===== src/dsf_ram.sv =====
// Generic simple dual-port RAM with registered read.
// No dependencies.
`timescale 1ns / 1ps
`default_nettype none
module dsf_ram #(
    parameter int W  = 8,
    parameter int D  = 16,
    parameter int AW = (D > 1) ? $clog2(D) : 1
) (
    input  wire logic          i_clk,
    input  wire logic          i_we,
    input  wire logic [AW-1:0] i_waddr,
    input  wire logic [W-1:0]  i_wdata,
    input  wire logic [AW-1:0] i_raddr,
    output logic      [W-1:0]  o_rdata
);
    logic [W-1:0] r_mem [D];

    always_ff @(posedge i_clk) begin
        if (i_we) begin
            r_mem[i_waddr] <= i_wdata;
        end
        o_rdata <= r_mem[i_raddr];
    end
endmodule
`default_nettype wire


===== config.mk =====
export PLATFORM = sky130hd
export DESIGN_NAME = dsf_ram
export DESIGN_NICKNAME = d
export VERILOG_FILES = /design/src/dsf_ram.sv
export SDC_FILE = /design/constraint.sdc
export NUM_CORES = 1
export LEC_CHECK = 0
export BUFFER_PORTS_ARGS = -buffer_cell sky130_fd_sc_hd__buf_2
export CAP_MARGIN = 30
export CORE_MARGIN = 1.5
export CORE_UTILIZATION = 60
export DETAILED_ROUTE_END_ITERATION = 16
export PLACE_DENSITY = 0.87
export SLEW_MARGIN = 20
export SYNTH_ARGS = -nofsm -noshare
export SYNTH_HDL_FRONTEND = slang
export SYNTH_SLANG_ARGS = --single-unit
export TNS_END_PERCENT = 1

===== constraint.sdc =====
create_clock -name i_clk -period 5.5 [get_ports i_clk]
set_clock_uncertainty 0.05 [all_clocks]
set_input_delay 1.375 -clock i_clk [delete_from_list [all_inputs] [get_ports i_clk]]
set_output_delay 1.375 -clock i_clk [all_outputs]
set_load 0.05 [all_outputs]

==> impl_metrics.json, run 1 <==
{
  "layout-drive-gt1-share_pct": 29.03,
  "ys_types": 19,
  "dp_slack_ns": 2.384,
  "drtIter0Drc": 265,
  "path_class": "reg2out",
  "hp-class": "reg2reg",
  "drc": 0,
  "ys.warnings.count": 0,
  "reg2reg_from": "r_mem[0][6]",
  "crit_buf_inv": 1,
  "num_io_pins": 26,
  "cp_max_fo": 1,
  "nNetsFinal": 284,
  "grt_remaining_overflow": 0,
  "clk_latency_ns": 0.52,
  "worstHoldEndpoint": "o_rdata[3]",
  "n_fill_cell": 462,
  "clk_pin_slew_ns": 0.06,
  "synth_top_area_share_pct": 74.67,
  "post-cts-setup-buffers": 0,
  "max_cap_violations": 0,
  "relSlewSlack_pct": 36.41,
  "crit_chain": "buf_2",
  "cp_top_family": "flip-flops",
  "gr-usage-all-layers_pct": 25.01,
  "ff_latch_area_um2": 4004,
  "syn_nets": 247,
  "finalHoldViolCount": 0,
  "max_stage_delay_ns": 0.37,
  "ys_ff_latch": 136,
  "area_growth_pct": 15.26,
  "post_drt_via_cell_ratio": 6.555,
  "critical-path-slowest-cell": "dfxtp_1",
  "wl_per_cell_um": 26.52,
  "synth.area.top_cells": "edfxtp_1 (75%), mux4_2 (7.9%), mux4_1 (7.1%), dfxtp_1 (3.1%), a22oi_1 (2.3%)",
  "die_w_um": 95.63,
  "crit_arrival_ns": 1.17,
  "grt_pass1_wl_um": 14970,
  "drtPass1Iterations": 5,
  "drt-total-wl_um": 10180,
  "setup_ws_ns": 2.904,
  "worstMarginPinSlew_ns": 0.9504,
  "fin_util_pct": 71.85,
  "hold_depth": 3,
  "multiInputGateArea_um2": 1067,
  "yosys.area.top_type": "edfxtp_1",
  "ys.flop_type": "edfxtp_1",
  "clock-sinks": 136,
  "syn_area_um2": 5147,
  "postRouteAntennaNets": 0,
  "reg2reg_slack_ns": 4.07,
  "ys_seq_area_share_pct": 77.78,
  "rsz0062_at_grt": "false",
  "async_reset_ff_share_pct": 0,
  "syn-instance-count": 229,
  "rows": 33,
  "fin_cells": 384,
  "core-area_um2": 8258,
  "vias": 2517,
  "status": "complete, no violations",
  "avgSynthCellArea_um2": 22.48,
  "endpoint_kind": "primary output",
  "r2r-end": "o_rdata[6]",
  "rr_worst_depth": 3,
  "hold_buffers": 0,
  "fp.dieArea_um2": 9144,
  "hold_start": "r_mem[8][3]",
  "drv_slew": 0,
  "numCtsBuffers": 17,
  "peakVddDrop_v": 0.0003614,
  "fmax_ghz": 0.3852,
  "root_buffer": "clkbuf_8",
  "portBuffers": 25,
  "fp.dieH_um": 95.63,
  "hpwl_um": 5929,
  "startpoint": "o_rdata[7]",
  "power_leakage_nw": 1.992,
  "post_cts_resized": 0,
  "crit_required_ns": 4.07,
  "placed_cells": 352,
  "grt_max_degree": 33,
  "hold_ws_ns": 0.6371,
  "setup_violations": 0,
  "p_per_area_nw_per_um2": 399.3,
  "h-tree-depth": 4,
  "tns_ns": 0,
  "cts_tree": "built",
  "fin_crit_ns": 2.596,
  "synth_edf_count": 128,
  "initial_core_util_pct": 62.33,
  "start_kind": "flop",
  "place_congestion": 0.7912,
  "antenna_found_initial": 0,
  "antenna_cells": 0,
  "cts.path.max_buffers": 2,
  "period_share_pct": 47.20,
  "grt_pass1_vias": 2458
}
==> state kept, by name, indices dropped and copies added (netlist names) <==
| name | count |
|---|---|
| r_mem | 128 |
| o_rdata | 8 |
==> worst register-to-register path, delay by kind of cell (launching register included) <==
| kind | cells | cell delay, ns |
|---|---|---|
| DFF | 1 | 0.38 |
| muxes | 1 | 0.47 |
| and+or+nand+nor | 1 | 0.12 |
| AOI/OAI and AO/OA | 1 | 0.28 |
==> cell type report <==
| cell class | count | share of cell area [%] |
|---|---|---|
| multi-input cells | 83 | 17.99 |
| repair buffers | 28 | 2.699 |
| clock inverters | 13 | 2.172 |
| clock buffers | 19 | 7.444 |
| flip-flops and latches | 136 | 67.48 |
| well taps | 105 | 2.214 |
==> cell usage after synthesis (3+ instances only) <==
library cell	count
edfxtp_1	128
mux4_2	18
a22oi_1	16
mux4_1	14
nor2_1	13
nand2_1	9
dfxtp_1	8
nor3_1	4
buf_2	3
buf_6	3
clkdlybuf4s25_2	3
==> metrics by stage <==
stage / area [um^2] / power, mW
after floorplan: 5147 / 1.268
after global placement: 5338 / 1.306
after detailed placement: 5363 / 1.314
after CTS: 5933 / 2.375
after global routing: 5933 / 2.425
final: 5933 / 2.369
==> cells in the final DEF (no fill, tap or decap), drive strengths merged, types with 4 or more instances in the layout <==
cell type,netlist,layout
edfxtp,128,128
mux4,32,32
clkinvlp,0,4
nor3,4,4
nand2,9,9
buf,7,28
dfxtp,8,8
clkinv,0,7
clkbuf,0,19
nor2,13,13
a22oi,16,16
==> report_power, final <==
part,switching (mW),internal [mW]
logic,0.0837,0.0430
registers,0.00816,1.16
clock network,0.412,0.663
==> cell families after synthesis <==
family | count (synthesis) | share of synthesized area (%)
multiplexers | 32 | 15.02
buffers and inverters | 10 | 1.677
flip-flops | 136 | 77.78
AND/OR/NAND/NOR | 35 | 3.184
AO/OA/AOI/OAI | 16 | 2.334
==> worst max path at each step <==
| stage | endpoint | slack (ns) | cells after the start |
|---|---|---|---|
| after global routing | o_rdata[3] | 2.86 | 5 |
| after global placement | r_mem[0][2] | 2.07 | 3 |
| final | o_rdata[7] | 2.90 | 1 |
| after floorplan | r_mem[0][0] | 2.58 | 2 |
| after CTS | o_rdata[7] | 2.88 | 1 |
| after detailed placement | r_mem[3][0] | 2.38 | 3 |
==> layer usage <==
metal,GRT usage [%],wire (um),up-vias,part of all wire [%]
li1,-,-,1047,-
met1,35.77,4100,1297,40
met2,37.85,5117,150,50
met3,7.177,772,23,7.6
met4,8.211,193,0,1.9
met5,0,0,-,0
Power figures use the tool's default switching activity.
==> run 2, diff against run 1 <==
--- a/config.mk
+++ b/config.mk
@@ -5,6 +5,7 @@
 export SDC_FILE = /design/constraint.sdc
 export NUM_CORES = 1
 export LEC_CHECK = 0
+export ABC_AREA = 1
 export BUFFER_PORTS_ARGS = -buffer_cell sky130_fd_sc_hd__buf_2
 export CAP_MARGIN = 30
 export CORE_MARGIN = 1.5
==> constraint.sdc (replaced) <==
create_clock -name i_clk -period 2.7 [get_ports i_clk]
set_clock_uncertainty 0.05 [all_clocks]
set_input_delay 0.675 -clock i_clk [delete_from_list [all_inputs] [get_ports i_clk]]
set_output_delay 0.675 -clock i_clk [all_outputs]
set_load 0.05 [all_outputs]
==> impl_metrics.json, run 2 <==
{
  "gr-usage-all-layers_pct": 27.87,
  "die_w_um": 101.0,
  "ys_ff_latch": 136,
  "tns_ns": 0,
  "drtIter0Drc": 514,
  "fp.dieArea_um2": 10210,
  "post_cts_resized": 0,
  "ff_latch_area_um2": 4004,
  "crit_chain": "buf_2",
  "start_kind": "flop",
  "regMostFlops": "r_mem",
  "drc": 0,
  "core-area_um2": 9284,
  "cp_max_fo": 1,
  "hpwl_um": 7600,
  "fmax_ghz": 0.5426,
  "worstHoldEndpoint": "o_rdata[3]",
  "syn_nets": 569,
  "drtPass1Iterations": 6,
  "crit_arrival_ns": 1.12,
  "syn-instance-count": 551,
  "antenna_cells": 0,
  "avgSynthCellArea_um2": 10.47,
  "postRouteAntennaNets": 0,
  "reg2reg_slack_ns": 1.55,
  "vias": 3992,
  "peakVddDrop_v": 0.0004600,
  "synth_most_common_cell": "nand2_1",
  "num_io_pins": 26,
  "clk_pin_slew_ns": 0.07,
  "hold_ws_ns": 0.4667,
  "antenna_found_initial": 0,
  "fin_crit_ns": 1.843,
  "async_reset_ff_share_pct": 0,
  "power_leakage_nw": 2.850,
  "layout-drive-gt1-share_pct": 11.47,
  "max_cap_violations": 0,
  "ys_seq_area_share_pct": 69.43,
  "multiInputGateArea_um2": 1214,
  "grt_pass1_wl_um": 20350,
  "reg2reg_from": "r_mem[10][1]",
  "ys.flop_type": "edfxtp_1",
  "yosys.area.top_type": "edfxtp_1",
  "finalHoldViolCount": 0,
  "nNetsFinal": 598,
  "fin_area_um2": 6561,
  "rsz0062_at_grt": "false",
  "path_class": "reg2out",
  "p_per_area_nw_per_um2": 768.1,
  "grt_pass1_vias": 3994,
  "crit_required_ns": 1.98,
  "drt-total-wl_um": 12960,
  "drv_slew": 0,
  "cts.path.max_buffers": 2,
  "synth_top_cells_by_count": "nand2_1 (173), edfxtp_1 (128), inv_1 (100), nand3_1 (97), nor2_1 (17)",
  "fp.dieH_um": 101.0,
  "synth_edf_count": 128,
  "cp.depth": 1,
  "post-cts-setup-buffers": 0,
  "wl_per_cell_um": 17.95,
  "grt_max_degree": 40,
  "final_common_cell": "nand2_1",
  "rows": 35,
  "crit_buf_inv": 1,
  "status": "complete, no violations",
  "h-tree-depth": 4,
  "dpl_cell_area_um2": 5954,
  "largest_reg_flops": 128,
  "hold_start": "i_raddr[3]",
  "initial_core_util_pct": 62.12,
  "root_buffer": "clkbuf_8",
  "n_fill_cell": 600,
  "clock-sinks": 136,
  "reg.largest.list": "r_mem (128), o_rdata (8)",
  "place_congestion": 0.8670,
  "max_stage_delay_ns": 0.33,
  "hp-class": "in2reg",
  "critical-path-slowest-cell": "dfxtp_1",
  "area_growth_pct": 13.78,
  "numCtsBuffers": 17,
  "ys.warnings.count": 0,
  "grt_remaining_overflow": 0,
  "synth_top_area_share_pct": 66.65,
  "worstMarginPinSlew_ns": 0.7954,
  "clk_latency_ns": 0.53,
  "hold_buffers": 0,
  "period_share_pct": 68.26,
  "relSlewSlack_pct": 46.78,
  "ys_types": 12,
  "cp_top_family": "flip-flops",
  "synth.area.top_cells": "edfxtp_1 (67%), nand2_1 (11%), nand3_1 (8.4%), inv_1 (6.5%), dfxtp_1 (2.8%)",
  "hold_depth": 3,
  "r2r-end": "o_rdata[1]",
  "syn_area_um2": 5767,
  "cts_tree": "built",
  "portBuffers": 25,
  "endpoint_kind": "primary output",
  "post_drt_via_cell_ratio": 5.529,
  "rr_worst_depth": 6,
  "layout_common_cells": "nand2_1 (173), edfxtp_1 (128), inv_1 (100)",
  "setup_violations": 0
}
-- run 2: cell count changes after synthesis, moves of 4 or more --
| cell | change |
|---|---|
| nand3_1 | +96 |
| a22oi_1 | -16 |
| mux4_2 | -18 |
| nor2_1 | +4 |
| nand2_1 | +164 |
| mux4_1 | -14 |
| buf_2 | +10 |
| nor3_1 | -4 |
| inv_1 | +100 |
-- run 2: worst max path at each step --
stage,start,end,slack (ns)
6_report,o_rdata[5],o_rdata[5],0.86
5_1_grt,o_rdata[3],o_rdata[3],0.84
4_1_cts,o_rdata[5],o_rdata[5],0.85
3_5_place_dp,i_waddr[3],r_mem[7][0],0.64
3_3_place_gp,i_waddr[3],r_mem[7][2],0.66
2_1_floorplan,i_waddr[2],r_mem[10][0],1.02
-- run 2: kinds of logic (layout without fill, tap and decap cells) --
kind of cell           count (synthesis)  in the layout  synth area share [%]
flip-flops                           136            136                 69.43
buffers and inverters                126            168                 9.525
AND/OR/NAND/NOR                      289            289                 21.05
-- run 2: layout make-up --
type	count	area share, %
Tap cell	129	2.460
Timing Repair Buffer	34	2.937
Sequential cell	136	61.02
Inverter	102	5.835
Clock buffer	17	6.312
Multi-Input combinational cell	289	18.50
Clock inverter	15	2.937
-- run 2: per-stage QoR --
step	power [mW]	setup WS (ns)	utilization, %	cells
finish	5.040	0.8569	70.67	722
global route	5.168	0.8442	70.67	722
CTS	5.043	0.8540	70.67	722
detailed placement	2.737	0.6437	64.14	690
global placement	2.723	0.6603	64.14	690
floorplan	2.630	1.024	-	551
-- run 2: layer usage --
layer / vias up / track usage, % / wire length, um
li1: 1831 / - / -
met1: 1830 / 36.06 / 4844
met2: 275 / 43.35 / 6154
met3: 56 / 6.727 / 1387
met4: 0 / 16.35 / 576
met5: - / 0 / 0
-- run 2: power by group --
group	leakage (nW)	switching [mW]	internal [mW]
Combinational	1.34	0.252	0.0784
Clock	0.289	0.908	1.43
Sequential	1.22	0.0134	2.36
==> run 3, diff against run 2 <==
--- a/config.mk
+++ b/config.mk
@@ -5,13 +5,13 @@
 export SDC_FILE = /design/constraint.sdc
 export NUM_CORES = 1
 export LEC_CHECK = 0
-export ABC_AREA = 1
+export ABC_AREA = 0
 export BUFFER_PORTS_ARGS = -buffer_cell sky130_fd_sc_hd__buf_2
 export CAP_MARGIN = 30
 export CORE_MARGIN = 1.5
-export CORE_UTILIZATION = 60
+export CORE_UTILIZATION = 54
 export DETAILED_ROUTE_END_ITERATION = 16
-export PLACE_DENSITY = 0.87
+export PLACE_DENSITY = 0.83
 export SLEW_MARGIN = 20
 export SYNTH_ARGS = -nofsm -noshare
 export SYNTH_HDL_FRONTEND = slang
==> constraint.sdc (replaced) <==
create_clock -name i_clk -period 1.69 [get_ports i_clk]
set_clock_uncertainty 0.05 [all_clocks]
set_input_delay 0.4225 -clock i_clk [delete_from_list [all_inputs] [get_ports i_clk]]
set_output_delay 0.4225 -clock i_clk [all_outputs]
set_load 0.05 [all_outputs]
==> impl_metrics.json, run 3 (synthesis gave the netlist of run 1 again) <==
{
  "status": "complete, no violations",
  "numCtsBuffers": 17,
  "clockPowerShare_pct": 45.2,
  "layout_common_cells": "edfxtp_1 (128), buf_2 (25), buf_4 (20)",
  "die_w_um": 100.6,
  "largest_reg_flops": 128,
  "post_drt_via_cell_ratio": 5.778,
  "drtIter0Drc": 207,
  "final_common_cell": "edfxtp_1",
  "clk_latency_ns": 0.52,
  "antenna_found_initial": 0,
  "crit_buf_inv": 1,
  "rr_worst_depth": 3,
  "vias": 2473,
  "layout-drive-gt1-share_pct": 33.11,
  "drv_slew": 0,
  "clock-sinks": 136,
  "rsz0062_at_grt": "false",
  "initial_core_util_pct": 55.71,
  "endpoint_kind": "primary output",
  "max_cap_violations": 0,
  "grt_pass1_wl_um": 14930,
  "num_io_pins": 26,
  "setup_violations": 0,
  "post_cts_resized": 0,
  "hold_buffers": 0,
  "max_stage_delay_ns": 0.35,
  "drc": 0,
  "hold_start": "i_wdata[1]",
  "drtPass1Iterations": 5,
  "area_growth_pct": 19.18,
  "rows": 35,
  "hpwl_um": 6067,
  "hold_depth": 1,
  "period_share_pct": 95.91,
  "fin_crit_ns": 1.621,
  "power_leakage_nw": 2.098,
  "drt-total-wl_um": 9607,
  "antenna_cells": 0,
  "relSlewSlack_pct": 46.84,
  "hp-class": "in2reg",
  "fp.dieArea_um2": 10130,
  "worstHoldEndpoint": "r_mem[4][1]",
  "fmax_ghz": 0.6170,
  "cp_max_fo": 1,
  "p_per_area_nw_per_um2": 1258,
  "crit_required_ns": 1.22,
  "crit_arrival_ns": 1.15,
  "p_switching_mw": 1.622,
  "fin_cells": 428,
  "nNetsFinal": 304,
  "r2r-end": "o_rdata[4]",
  "core-area_um2": 9240,
  "wl_per_cell_um": 22.45,
  "setup_ws_ns": 0.06918,
  "dp_slack_ns": -0.1862,
  "critical-path-slowest-cell": "dfxtp_1",
  "p_total_mw": 7.719,
  "p_int_mw": 6.097,
  "grt_max_degree": 21,
  "finalHoldViolCount": 0,
  "cts_tree": "built",
  "place_congestion": 0.7166,
  "worstMarginPinSlew_ns": 0.7945,
  "regMostFlops": "r_mem",
  "grt_remaining_overflow": 0,
  "gr-usage-all-layers_pct": 21.49,
  "portBuffers": 25,
  "cp_top_family": "flip-flops",
  "start_kind": "flop",
  "root_buffer": "clkbuf_8",
  "crit_chain": "buf_2",
  "postRouteAntennaNets": 0,
  "power_frac_comb_pct": 5.5,
  "tns_ns": 0,
  "post-cts-setup-buffers": 0,
  "seq_power_share_pct": 49.2,
  "clk_pin_slew_ns": 0.06,
  "fp.dieH_um": 100.6,
  "dpl_cell_area_um2": 5563,
  "path_class": "reg2out",
  "reg2reg_from": "r_mem[2][4]",
  "placed_cells": 396,
  "grt_pass1_vias": 2629,
  "fin_area_um2": 6135,
  "h-tree-depth": 4,
  "cts.path.max_buffers": 2,
  "switching_share_pct": 21.01,
  "reg2reg_slack_ns": 0.26,
  "peakVddDrop_v": 0.0007592,
  "reg.largest.list": "r_mem (128), o_rdata (8)"
}
## run 3: changes by cell type in the layout (fill, tap and decap cells not counted), sizes merged, moves of 2 or more
cell      delta
a22oi       +16
nand3       -96
nand2      -164
buf         +14
nor2         -4
clkinvlp     +2
inv        -107
nor3         +4
clkbuf       +3
mux4        +32
nand2b       +2
## run 3: layout make-up
class                      count  area (um^2)
clock inverter                12        126.4
fill                         574         3105
multi-input combinational     83         1062
tap                          129        161.4
clock buffer                  20        445.4
sequential                   136         4004
timing repair buffer          48        335.3
## run 3: worst max path at each step
| stage | start | endpoint | slack [ns] | depth (start not counted) |
|---|---|---|---|---|
| 2_1_floorplan | i_waddr[2] | r_mem[3][0] | -0.05 | 2 |
| 3_3_place_gp | i_raddr[0] | o_rdata[7] | -0.11 | 5 |
| 3_5_place_dp | i_raddr[0] | o_rdata[6] | -0.19 | 5 |
| 4_1_cts | o_rdata[4] | o_rdata[4] | 0.06 | 1 |
| 5_1_grt | o_rdata[5] | o_rdata[5] | 0.03 | 1 |
| 6_report | o_rdata[4] | o_rdata[4] | 0.07 | 1 |
## run 3: metrics by stage
step	utilization (%)	hold WS, ns
after detailed placement	60.20	0.6182
final	66.39	0.2291
after global routing	66.39	0.2210
after floorplan	-	0.4714
after CTS	66.39	0.2217
after global placement	60.20	0.6011
## run 3: power groups by stage
stage,clock [mW],sequential (mW),combinational [mW]
global placement,0,3.86,0.415
CTS,3.53,3.80,0.435
detailed placement,0,3.87,0.429
global route,3.67,3.81,0.460
finish,3.49,3.80,0.428
floorplan,0,3.94,0.192
## run 3: metal layers
| layer | part of all wire [%] | global-route usage (%) |
|---|---|---|
| met1 | 40 | 28.12 |
| met2 | 52 | 34.88 |
| met3 | 5.6 | 5.756 |
| met4 | 1.7 | 8.342 |
| met5 | 0 | 0 |
